--- src/hdl/ffsa_pkg.sv ---
`timescale 1ns / 1ps
`default_nettype none
package ffsa_pkg;

  localparam int MEM_UNITS_DEF    = 128;
  localparam int MAX_SEGMENTS_DEF = 16;

  localparam logic FUNC_ALLOC   = 1'b0;
  localparam logic FUNC_RELEASE = 1'b1;

  localparam logic [1:0] ST_OK     = 2'd0;
  localparam logic [1:0] ST_NOFIT  = 2'd1;
  localparam logic [1:0] ST_NOTASK = 2'd2;
  localparam logic [1:0] ST_FULL   = 2'd3;

  localparam logic [2:0] OP_NONE  = 3'd0;
  localparam logic [2:0] OP_CLEAR = 3'd1;
  localparam logic [2:0] OP_SCAN  = 3'd2;
  localparam logic [2:0] OP_ALLOC = 3'd3;
  localparam logic [2:0] OP_REL   = 3'd4;
  localparam logic [2:0] OP_PRED  = 3'd5;

  typedef struct packed {
    logic [2:0] op;
    logic       func;
    logic       split;
    logic       merge;
    logic [7:0] size;
    logic [7:0] id;
  } cmd_t;

endpackage
`default_nettype wire

--- src/hdl/ffsa_cell.sv ---
`timescale 1ns / 1ps
`default_nettype none
module ffsa_cell #(
  parameter int MEM_UNITS = ffsa_pkg::MEM_UNITS_DEF,
  parameter bit HEAD      = 1'b0
) (
  input  wire logic          clk,
  input  wire logic          rst_n,
  input  wire ffsa_pkg::cmd_t cmd,
  input  wire logic [((MEM_UNITS > 1) ? $clog2(MEM_UNITS) : 1) + $clog2(MEM_UNITS + 1) + 13:0]
                             prev_i,
  input  wire logic [((MEM_UNITS > 1) ? $clog2(MEM_UNITS) : 1) + $clog2(MEM_UNITS + 1) + 13:0]
                             next_i,
  output logic      [((MEM_UNITS > 1) ? $clog2(MEM_UNITS) : 1) + $clog2(MEM_UNITS + 1) + 13:0]
                             self_o
);

  localparam int AW = (MEM_UNITS > 1) ? $clog2(MEM_UNITS) : 1;
  localparam int LW = $clog2(MEM_UNITS + 1);
  localparam int CW = (LW > 8) ? LW : 8;

  typedef struct packed {
    logic          valid;
    logic          used;
    logic [7:0]    owner;
    logic [AW-1:0] start;
    logic [LW-1:0] len;
    logic          hit;
    logic          first;
    logic          seen;
    logic          mark;
  } node_t;

  node_t prev, next;
  logic valid_r, valid_nxt, used_r, used_nxt, seen_r, seen_nxt, mark_r, mark_nxt;
  logic [7:0]    owner_r, owner_nxt;
  logic [AW-1:0] start_r, start_nxt;
  logic [LW-1:0] len_r, len_nxt;
  logic hit, first;

  assign prev = node_t'(prev_i);
  assign next = node_t'(next_i);

  always_comb begin
    if (cmd.func == ffsa_pkg::FUNC_RELEASE) begin
      hit = valid_r & used_r & (owner_r == cmd.id);
    end else begin
      hit = valid_r & ~used_r & (CW'(len_r) >= CW'(cmd.size)) & (cmd.size != 8'd0);
    end
    first = hit & ~seen_r;
  end

  assign self_o = {valid_r, used_r, owner_r, start_r, len_r, hit, first, seen_r, mark_r};

  always_comb begin
    valid_nxt = valid_r;
    used_nxt  = used_r;
    owner_nxt = owner_r;
    start_nxt = start_r;
    len_nxt   = len_r;
    seen_nxt  = seen_r;
    mark_nxt  = mark_r;
    unique case (cmd.op)
      ffsa_pkg::OP_CLEAR: begin
        seen_nxt = 1'b0;
        mark_nxt = 1'b0;
      end
      ffsa_pkg::OP_SCAN: seen_nxt = prev.seen | prev.hit;
      ffsa_pkg::OP_ALLOC: begin
        if (first) begin
          used_nxt  = 1'b1;
          owner_nxt = cmd.id;
          if (cmd.split) len_nxt = LW'(cmd.size);
        end else if (cmd.split && prev.first) begin
          valid_nxt = 1'b1;
          used_nxt  = 1'b0;
          owner_nxt = 8'd0;
          start_nxt = prev.start + AW'(cmd.size);
          len_nxt   = prev.len - LW'(cmd.size);
        end else if (cmd.split && prev.seen) begin
          valid_nxt = prev.valid;
          used_nxt  = prev.used;
          owner_nxt = prev.owner;
          start_nxt = prev.start;
          len_nxt   = prev.len;
        end
      end
      ffsa_pkg::OP_REL: begin
        mark_nxt = first;
        if (first) begin
          used_nxt  = 1'b0;
          owner_nxt = 8'd0;
          if (cmd.merge) len_nxt = len_r + next.len;
        end else if (cmd.merge && seen_r) begin
          valid_nxt = next.valid;
          used_nxt  = next.used;
          owner_nxt = next.owner;
          start_nxt = next.start;
          len_nxt   = next.len;
        end
      end
      ffsa_pkg::OP_PRED: begin
        if (next.mark) begin
          len_nxt = len_r + next.len;
        end else if (mark_r || seen_r) begin
          valid_nxt = next.valid;
          used_nxt  = next.used;
          owner_nxt = next.owner;
          start_nxt = next.start;
          len_nxt   = next.len;
        end
      end
      default: ;
    endcase
  end

  always_ff @(posedge clk) begin
    if (!rst_n) begin
      valid_r <= HEAD;
      used_r  <= 1'b0;
      start_r <= '0;
      len_r   <= HEAD ? LW'(MEM_UNITS) : '0;
      seen_r  <= 1'b0;
      mark_r  <= 1'b0;
    end else begin
      valid_r <= valid_nxt;
      used_r  <= used_nxt;
      start_r <= start_nxt;
      len_r   <= len_nxt;
      seen_r  <= seen_nxt;
      mark_r  <= mark_nxt;
    end
  end

  always_ff @(posedge clk) begin
    owner_r <= owner_nxt;
  end

endmodule
`default_nettype wire

--- src/hdl/first_fit_segment_allocator.sv ---
// A transaction runs through a clear, a scan of every cell and a decision; a release
// that merges with its predecessor adds a predecessor step. in_tready stays low until
// the transaction is done, and the decision waits while a result waits on out_tready.
// During the scan the first-match token ripples one cell per cycle down the segment chain.
// Reset (rst_n low, synchronous): one free segment covering all units.
`timescale 1ns / 1ps
`default_nettype none
module first_fit_segment_allocator #(
  parameter int MEM_UNITS    = ffsa_pkg::MEM_UNITS_DEF,
  parameter int MAX_SEGMENTS = ffsa_pkg::MAX_SEGMENTS_DEF
) (
  input  wire logic        clk,
  input  wire logic        rst_n,
  input  wire logic        in_tvalid,
  output logic             in_tready,
  input  wire logic [15:0] in_tdata,   // request_size[7:0], task_id[15:8]
  input  wire logic [0:0]  in_tuser,   // func[0]
  output logic             out_tvalid,
  input  wire logic        out_tready,
  output logic [15:0]      out_tdata   // status[1:0], base_address[8:2]
);

  localparam int AW   = (MEM_UNITS > 1) ? $clog2(MEM_UNITS) : 1;
  localparam int LW   = $clog2(MEM_UNITS + 1);
  localparam int NW   = AW + LW + 14;
  localparam int CNTW = $clog2(MAX_SEGMENTS + 1);

  localparam logic [1:0] S_IDLE   = 2'd0;
  localparam logic [1:0] S_SCAN   = 2'd1;
  localparam logic [1:0] S_DECIDE = 2'd2;
  localparam logic [1:0] S_PRED   = 2'd3;

  typedef struct packed {
    logic          valid;
    logic          used;
    logic [7:0]    owner;
    logic [AW-1:0] start;
    logic [LW-1:0] len;
    logic          hit;
    logic          first;
    logic          seen;
    logic          mark;
  } node_t;

  node_t nodes [MAX_SEGMENTS];
  ffsa_pkg::cmd_t cmd;

  logic [1:0]      state_r, state_nxt;
  logic [CNTW-1:0] cnt_r, cnt_nxt;
  logic            func_r;
  logic [7:0]      size_r, id_r;
  logic            out_valid_r, out_valid_nxt;
  logic [1:0]      status_r, status_nxt;
  logic [6:0]      base_r, base_nxt;

  logic            any, succ_free, pred_free, exact, out_free;
  logic [AW-1:0]   sel_start;
  logic [LW-1:0]   sel_len;
  logic [AW+6:0]   base_ext;

  genvar g;
  generate
    for (g = 0; g < MAX_SEGMENTS; g++) begin : g_cell
      logic [NW-1:0] prev_w, next_w, self_w;
      if (g == 0) begin : g_head
        assign prev_w = '0;
      end else begin : g_body
        assign prev_w = nodes[g-1];
      end
      if (g == MAX_SEGMENTS - 1) begin : g_tail
        assign next_w = '0;
      end else begin : g_mid
        assign next_w = nodes[g+1];
      end
      ffsa_cell #(
        .MEM_UNITS(MEM_UNITS),
        .HEAD     (g == 0)
      ) u_cell (
        .clk   (clk),
        .rst_n (rst_n),
        .cmd   (cmd),
        .prev_i(prev_w),
        .next_i(next_w),
        .self_o(self_w)
      );
      assign nodes[g] = node_t'(self_w);
    end
  endgenerate

  always_comb begin
    any       = 1'b0;
    succ_free = 1'b0;
    pred_free = 1'b0;
    sel_start = '0;
    sel_len   = '0;
    for (int i = 0; i < MAX_SEGMENTS; i++) begin
      any       = any | nodes[i].first;
      sel_start = sel_start | ({AW{nodes[i].first}} & nodes[i].start);
      sel_len   = sel_len | ({LW{nodes[i].first}} & nodes[i].len);
      if (i < MAX_SEGMENTS - 1) begin
        succ_free = succ_free | (nodes[i].first & nodes[(i < MAX_SEGMENTS - 1) ? i + 1 : i].valid
                                 & ~nodes[(i < MAX_SEGMENTS - 1) ? i + 1 : i].used);
      end
      if (i > 0) begin
        pred_free = pred_free | (nodes[i].first & ~nodes[(i > 0) ? i - 1 : i].used);
      end
    end
  end

  assign exact    = ((LW + 8)'(sel_len) == (LW + 8)'(size_r));
  assign base_ext = {7'd0, sel_start};
  assign out_free = ~out_valid_r | out_tready;
  assign in_tready = (state_r == S_IDLE);

  always_comb begin
    state_nxt     = state_r;
    cnt_nxt       = cnt_r;
    out_valid_nxt = out_valid_r & ~out_tready;
    status_nxt    = status_r;
    base_nxt      = base_r;
    cmd.op        = ffsa_pkg::OP_NONE;
    cmd.func      = func_r;
    cmd.split     = 1'b0;
    cmd.merge     = 1'b0;
    cmd.size      = size_r;
    cmd.id        = id_r;
    unique case (state_r)
      S_IDLE: begin
        if (in_tvalid) begin
          cmd.op    = ffsa_pkg::OP_CLEAR;
          cnt_nxt   = '0;
          state_nxt = S_SCAN;
        end
      end
      S_SCAN: begin
        cmd.op  = ffsa_pkg::OP_SCAN;
        cnt_nxt = cnt_r + 1'b1;
        if (cnt_r == CNTW'(MAX_SEGMENTS - 1)) state_nxt = S_DECIDE;
      end
      S_DECIDE: begin
        if (out_free) begin
          out_valid_nxt = 1'b1;
          base_nxt      = 7'd0;
          state_nxt     = S_IDLE;
          if (func_r == ffsa_pkg::FUNC_ALLOC) begin
            if (!any) begin
              status_nxt = ffsa_pkg::ST_NOFIT;
            end else if (!exact && nodes[MAX_SEGMENTS-1].valid) begin
              status_nxt = ffsa_pkg::ST_FULL;
            end else begin
              status_nxt = ffsa_pkg::ST_OK;
              base_nxt   = base_ext[6:0];
              cmd.op     = ffsa_pkg::OP_ALLOC;
              cmd.split  = ~exact;
            end
          end else begin
            if (!any) begin
              status_nxt = ffsa_pkg::ST_NOTASK;
            end else begin
              status_nxt = ffsa_pkg::ST_OK;
              base_nxt   = base_ext[6:0];
              cmd.op     = ffsa_pkg::OP_REL;
              cmd.merge  = succ_free;
              if (pred_free) state_nxt = S_PRED;
            end
          end
        end
      end
      S_PRED: begin
        cmd.op    = ffsa_pkg::OP_PRED;
        state_nxt = S_IDLE;
      end
      default: state_nxt = S_IDLE;
    endcase
  end

  always_ff @(posedge clk) begin
    if (!rst_n) begin
      state_r     <= S_IDLE;
      cnt_r       <= '0;
      out_valid_r <= 1'b0;
    end else begin
      state_r     <= state_nxt;
      cnt_r       <= cnt_nxt;
      out_valid_r <= out_valid_nxt;
    end
  end

  always_ff @(posedge clk) begin
    status_r <= status_nxt;
    base_r   <= base_nxt;
    if (in_tvalid && in_tready) begin
      func_r <= in_tuser[0];
      size_r <= in_tdata[7:0];
      id_r   <= in_tdata[15:8];
    end
  end

  assign out_tvalid = out_valid_r;
  assign out_tdata  = {7'd0, base_r, status_r};

endmodule
`default_nettype wire

--- config.mk ---
export PLATFORM = sky130hd
export DESIGN_NAME = first_fit_segment_allocator
export DESIGN_NICKNAME = d
export VERILOG_FILES = /design/src/hdl/ffsa_pkg.sv /design/src/hdl/ffsa_cell.sv /design/src/hdl/first_fit_segment_allocator.sv
export SDC_FILE = /design/constraint.sdc
export NUM_CORES = 2
export LEC_CHECK = 0
export BUFFER_PORTS_ARGS = -buffer_cell sky130_fd_sc_hd__clkbuf_2
export CAP_MARGIN = 20
export CORE_MARGIN = 2
export CORE_UTILIZATION = 34
export DETAILED_ROUTE_END_ITERATION = 8
export GPL_TIMING_DRIVEN = 0
export PLACE_DENSITY = 0.52
export SYNTH_ARGS = -nofsm -noshare
export SYNTH_HDL_FRONTEND = slang
export SYNTH_HIERARCHICAL = 1
export SYNTH_SLANG_ARGS = --single-unit
--- constraint.sdc ---
create_clock -name clk -period 10.81 [get_ports clk]
set_input_delay 2.162 -clock clk [delete_from_list [all_inputs] [get_ports clk]]
set_output_delay 2.162 -clock clk [all_outputs]
set_load 0.1 [all_outputs]
## Word-level counts from Yosys, hierarchy flattened

Index checks and enable logic that the tools add are counted.

- $mul: 0
- Bitwise operators: 296
- Mux-type cells: 703
- Equality and inequality tests: 199
- Reductions and logical operators: 120
- Magnitude comparators: 16
- Shift-type cells: 0
- Divide/modulo/power cells: 0
- Add/subtract/negate cells: 46

Operators by type and width:

| cell | count |
|---|---|
| $mux 8 | 228 |
| $mux 7 | 110 |
| $pmux 8 s3 | 32 |
| $pmux 7 s3 | 15 |
| $mux 1 | 235 |
| $and 1x1->1 | 141 |
| $eq 8x8->1 | 17 |
| $ne 3x1->1 const B | 45 |
| $and 8x8->8 | 16 |
| $ge 8x8->1 | 16 |
| $add 8x8->8 | 15 |
| $or 8x8->8 | 15 |
| $sub 8x8->8 | 15 |
| $and 7x7->7 | 16 |
| $add 7x7->7 | 15 |
| $or 7x7->7 | 15 |
| $reduce_and 6->1 | 17 |
| $ne 2x2->1 const B | 49 |
| $reduce_and 7->1 | 14 |
| $pmux 1 s3 | 31 |
| $reduce_and 5->1 | 16 |
| $ne 2x1->1 const B | 35 |
| $pmux 1 s2 | 31 |
| $or 1x1->1 | 58 |
| 27 further kinds | 183 |

- ROM bits: 0
- Bits in writable memories: 0
- Memories: 0
- Output and inout bits: 18
- Logic and storage cells: 1499
- Latch bits: 0
- Register bits after elaboration: 465

## Logic depth before layout (Yosys ltp)

- Word-level depth: 35
- Mapped depth: 29
- Mapped depth without buffers: 22

## Hierarchy

Netlist, hierarchy kept.

By module, submodules not included:

| module | cells each | sequential area each (um^2) | instances | area each (um^2) |
|---|---|---|---|---|
| ffsa_cell (g_cell[10].u_cell ...) | 386 | 620.6 | 6 | 2995.4 |
| ffsa_cell (g_cell[3].u_cell ...) | 369 | 620.6 | 4 | 2962.8 |
| first_fit_segment_allocator | 336 | 940.9 | 1 | 3243.1 |
| ffsa_cell (g_cell[12].u_cell) | 389 | 620.6 | 1 | 3021.6 |
| ffsa_cell (g_cell[2].u_cell) | 387 | 620.6 | 1 | 2982.9 |
| ffsa_cell (g_cell[9].u_cell) | 386 | 620.6 | 1 | 2976.6 |
| ffsa_cell (g_cell[8].u_cell) | 388 | 620.6 | 1 | 2975.4 |
| ffsa_cell (g_cell[5].u_cell) | 398 | 620.6 | 1 | 2972.9 |
| ffsa_cell (g_cell[0].u_cell) | 386 | 620.6 | 1 | 2965.3 |

## Worst setup path before layout

No wires, ideal clock.

- Kind: register -> register
- From: register size_r[1]
- To: register g_cell[5].u_cell.used_r
- Setup time: 0.117 ns
- Data arrival time: 10.294 ns
- Data required time: 10.693 ns
- Setup slack: 0.399 ns
- Cell stages (with the launch flop): 25
- Clock period less this slack: 10.411 ns
- Cell sequence: edfxtp_1 > inv_1 > ha_1 > a211o_1 > a31oi_1 > o21ai_1 > a31oi_4 > inv_2 > clkbuf_1 > buf_4 > buf_4 > a22o_1 > a221oi_2 > nand4_1 > xor2_1 > nor4_4 > a21oi_2 > o21ai_1 > nand3b_1 > a21oi_1 > nand2b_1 > o221a_2 > a31oi_1 > mux2i_1 > nor2b_1

RTL lines:

| what | RTL line | RTL |
|---|---|---|
| start: declaration | first_fit_segment_allocator.sv:51 | `logic [7:0] size_r, id_r;` |
| start signal: assignment | first_fit_segment_allocator.sv:194 | `size_r <= in_tdata[7:0];` |
| end signal: assignment | ffsa_cell.sv:127 | `used_r <= used_nxt;` |
| end: declaration | ffsa_cell.sv:35 | `logic valid_r, valid_nxt, used_r, used_nxt, seen_r, seen_nxt, mark_r, mark_nxt;` |

==> results.md <==
* Status: completed
* Drt wl/cell at 25.79 µm
* Die W at 391.0 µm
* Setup WS post-layout at 1.689 ns
* Clock Latency Late Sink at 0.69 ns
* Worst Tran Pin Value at 1.056 ns
* HP Class: reg -> reg
* Area grow syn2layout at 14.53%
* Clock network fraction of total power at 0.418
* Fin crit share at 0.8438
* YS warnings at 6
* Final instance area at 0.05833 mm²
* DP Worst Slack at 1.852 ns
* Ports at 39
* Sequential power share at 0.348
* Fillers at 15370
* Post-DR vias/cell at 5.946
* Max Cap Viol at 0
* Drt first pass iters at 6
* Initial core utilization at 0.3412
* Max_slew headroom at 0.2904
* Max VDD drop at 0.08858 mV
* Core region area at 0.1492 mm²
* CTS tree: yes
* Sw frac at 0.3363
* DR vias at 51970
* NetSw at 0.001897 W
* Placed inst area at 0.05604 mm²
* RSZ-0062 raised after global routing: no
* # resized after CTS at 0
* Int Power at 0.003744 W
* Cts hold-fix bufs at 0
* Die height at 391.0 µm
* Comb power frac at 0.235
* Fraction of layout instances using a drive strength above 1 at 0.09657
* H-tree levels at 3
* Die area at 0.1529 mm²
* NumNets Final at 7258
* Static Leak at 22.32 nW
* CP Data Arrival Time at 9.72 ns
* Commonest cells after routing, fill and taps aside: nand2_1 (716), a21oi_1 (639), ha_1 (450)
* Clk sinks at 466
* Max Fclk at 0.1096 GHz
* Reg clk slew, reported paths at 0.06 ns
* Leading cell type in the layout, fill and taps excluded: nand2_1
* Num CTS Buffers at 69
* Root Driver: clkbuf_16
* Initial drt markers at 5384
* P per Cell Area at 96.70 mW/mm²
* Final setup skew at 0.04088 ns
* Critical path required time at 11.41 ns
* CP endpoint kind: register
* # setup viols final at 0
* Startpoint types: register
* Tmin final at 9.121 ns
* Syn avg cell area at 7.887 µm²
* Post-CTS Repair Setup Buffers at 0
* GPL Wtd Cong at 0.9854
* GRT Overall Usage at 0.2868
* Initial antenna violation count at 6
* Largest net degree at the start of global routing at 68
* CP Class: reg -> reg
* Max-slew violations at 0
* Final Hold Vio Count at 0
* Vias in the first global route at 49040
* IO buf count at 31
* Num rows at 142
* Final wirelength at 225400 µm
* Total gr overflow at 0
* Post-Syn Instances at 6457
* Global-route wire length before repair at 328900 µm
* Max FO, Critical Path at 18
* Post-DP HPWL at 179300 µm
* # DRC at 0
* Routed Antenna Nets at 0
* CTS max path bufs at 3
* Syn Std Cell Area at 0.05093 mm²
[metal layers]
layer,routed length [µm],up-vias,track usage
met2,98940,2272,0.4509
li1,-,24210,-
met3,17270,477,0.04374
met1,97390,25010,0.3839
met4,11760,2,0.1339
met5,13,-,0
[power by group through the flow]
| stage | Combinational [W] | Clock (W) | Sequential (W) |
|---|---|---|---|
| 2_1_floorplan | 0.000773 | 0 | 0.00199 |
| 3_3_place_gp | 0.00104 | 0 | 0.00213 |
| 3_5_place_dp | 0.00129 | 0 | 0.00200 |
| 4_1_cts | 0.00129 | 0.00239 | 0.00196 |
| 5_1_grt | 0.00142 | 0.00245 | 0.00196 |
| 6_report | 0.00132 | 0.00236 | 0.00196 |
[final timing paths]
check | start | slack [ns] | cells after the start | endpoint
worst min-delay path | g_cell[0].u_cell/mark_r$_SDFFE_PN0P_ | 0.48 | 2 | g_cell[0].u_cell/mark_r$_SDFFE_PN0P_
worst max-delay path | size_r[5]$_DFFE_PP_ | 1.69 | 27 | g_cell[0].u_cell/used_r$_SDFFE_PN0P_
worst min register to register | g_cell[0].u_cell/mark_r$_SDFFE_PN0P_ | 0.48 | 2 | g_cell[0].u_cell/mark_r$_SDFFE_PN0P_
worst max register to register | size_r[5]$_DFFE_PP_ | 1.69 | 27 | g_cell[0].u_cell/used_r$_SDFFE_PN0P_
[through the flow]
step	setup TNS (ns)	hold WS (ns)	total power, W	utilization	cells
2_1_floorplan	0	0.4497	0.002765	-	6549
3_3_place_gp	-6712.22	0.4657	0.003169	0.3609	8524
3_5_place_dp	0	0.4743	0.003283	0.3755	8611
4_1_cts	0	0.4837	0.005646	0.3907	8736
5_1_grt	0	0.5128	0.005835	0.3908	8737
6_report	0	0.4850	0.005640	0.3908	8740
[critical path: stages (launching register included)]
cell      delay (ns)
edfxtp_1        0.95
buf_16          0.25
buf_16          0.18
buf_16          0.16
inv_1           0.08
ha_1            0.30
nand2_1         0.05
nor3_1          0.17
a21oi_1         0.18
o31ai_2         0.38
buf_6           0.22
clkbuf_1        0.39
buf_4           0.24
buf_2           0.24
clkbuf_1        0.54
nor4_1          0.09
nand4_1         0.46
nand3_1         0.67
o21ai_4         0.89
clkbuf_1        0.37
nand2b_1        0.15
buf_2           0.23
a21oi_1         0.06
a21oi_1         0.50
nor2_2          0.11
a21oi_1         0.78
nand3_1         0.14
a21oi_1         0.17
[cell type report]
| cell class | count | area (µm²) | area share |
|---|---|---|---|
| Antenna cell | 3 | 7.507 | 0.0001287 |
| Buffer | 440 | 2391 | 0.04099 |
| Clock buffer | 102 | 2056 | 0.03524 |
| Clock inverter | 23 | 219.0 | 0.003754 |
| Inverter | 342 | 1289 | 0.02210 |
| Multi-Input combinational cell | 5301 | 36780 | 0.6306 |
| Sequential cell | 466 | 10870 | 0.1864 |
| Tap cell | 1944 | 2432 | 0.04170 |
| Timing Repair Buffer | 119 | 2281 | 0.03911 |
[flip-flops by register name (all words and copies together) (netlist names)]
register and flops:
g_cell.u_cell/valid_r 16, g_cell.u_cell/used_r 16, g_cell.u_cell/len_r 128, g_cell.u_cell/start_r 112, g_cell.u_cell/seen_r 16, cnt_r 5, g_cell.u_cell/mark_r 16, base_r 7
size_r 8, g_cell.u_cell/owner_r 128, func_r 1, out_tvalid 1, id_r 8, state_r 2, status_r 2
No activity file was read; power rests on OpenSTA's default activity.
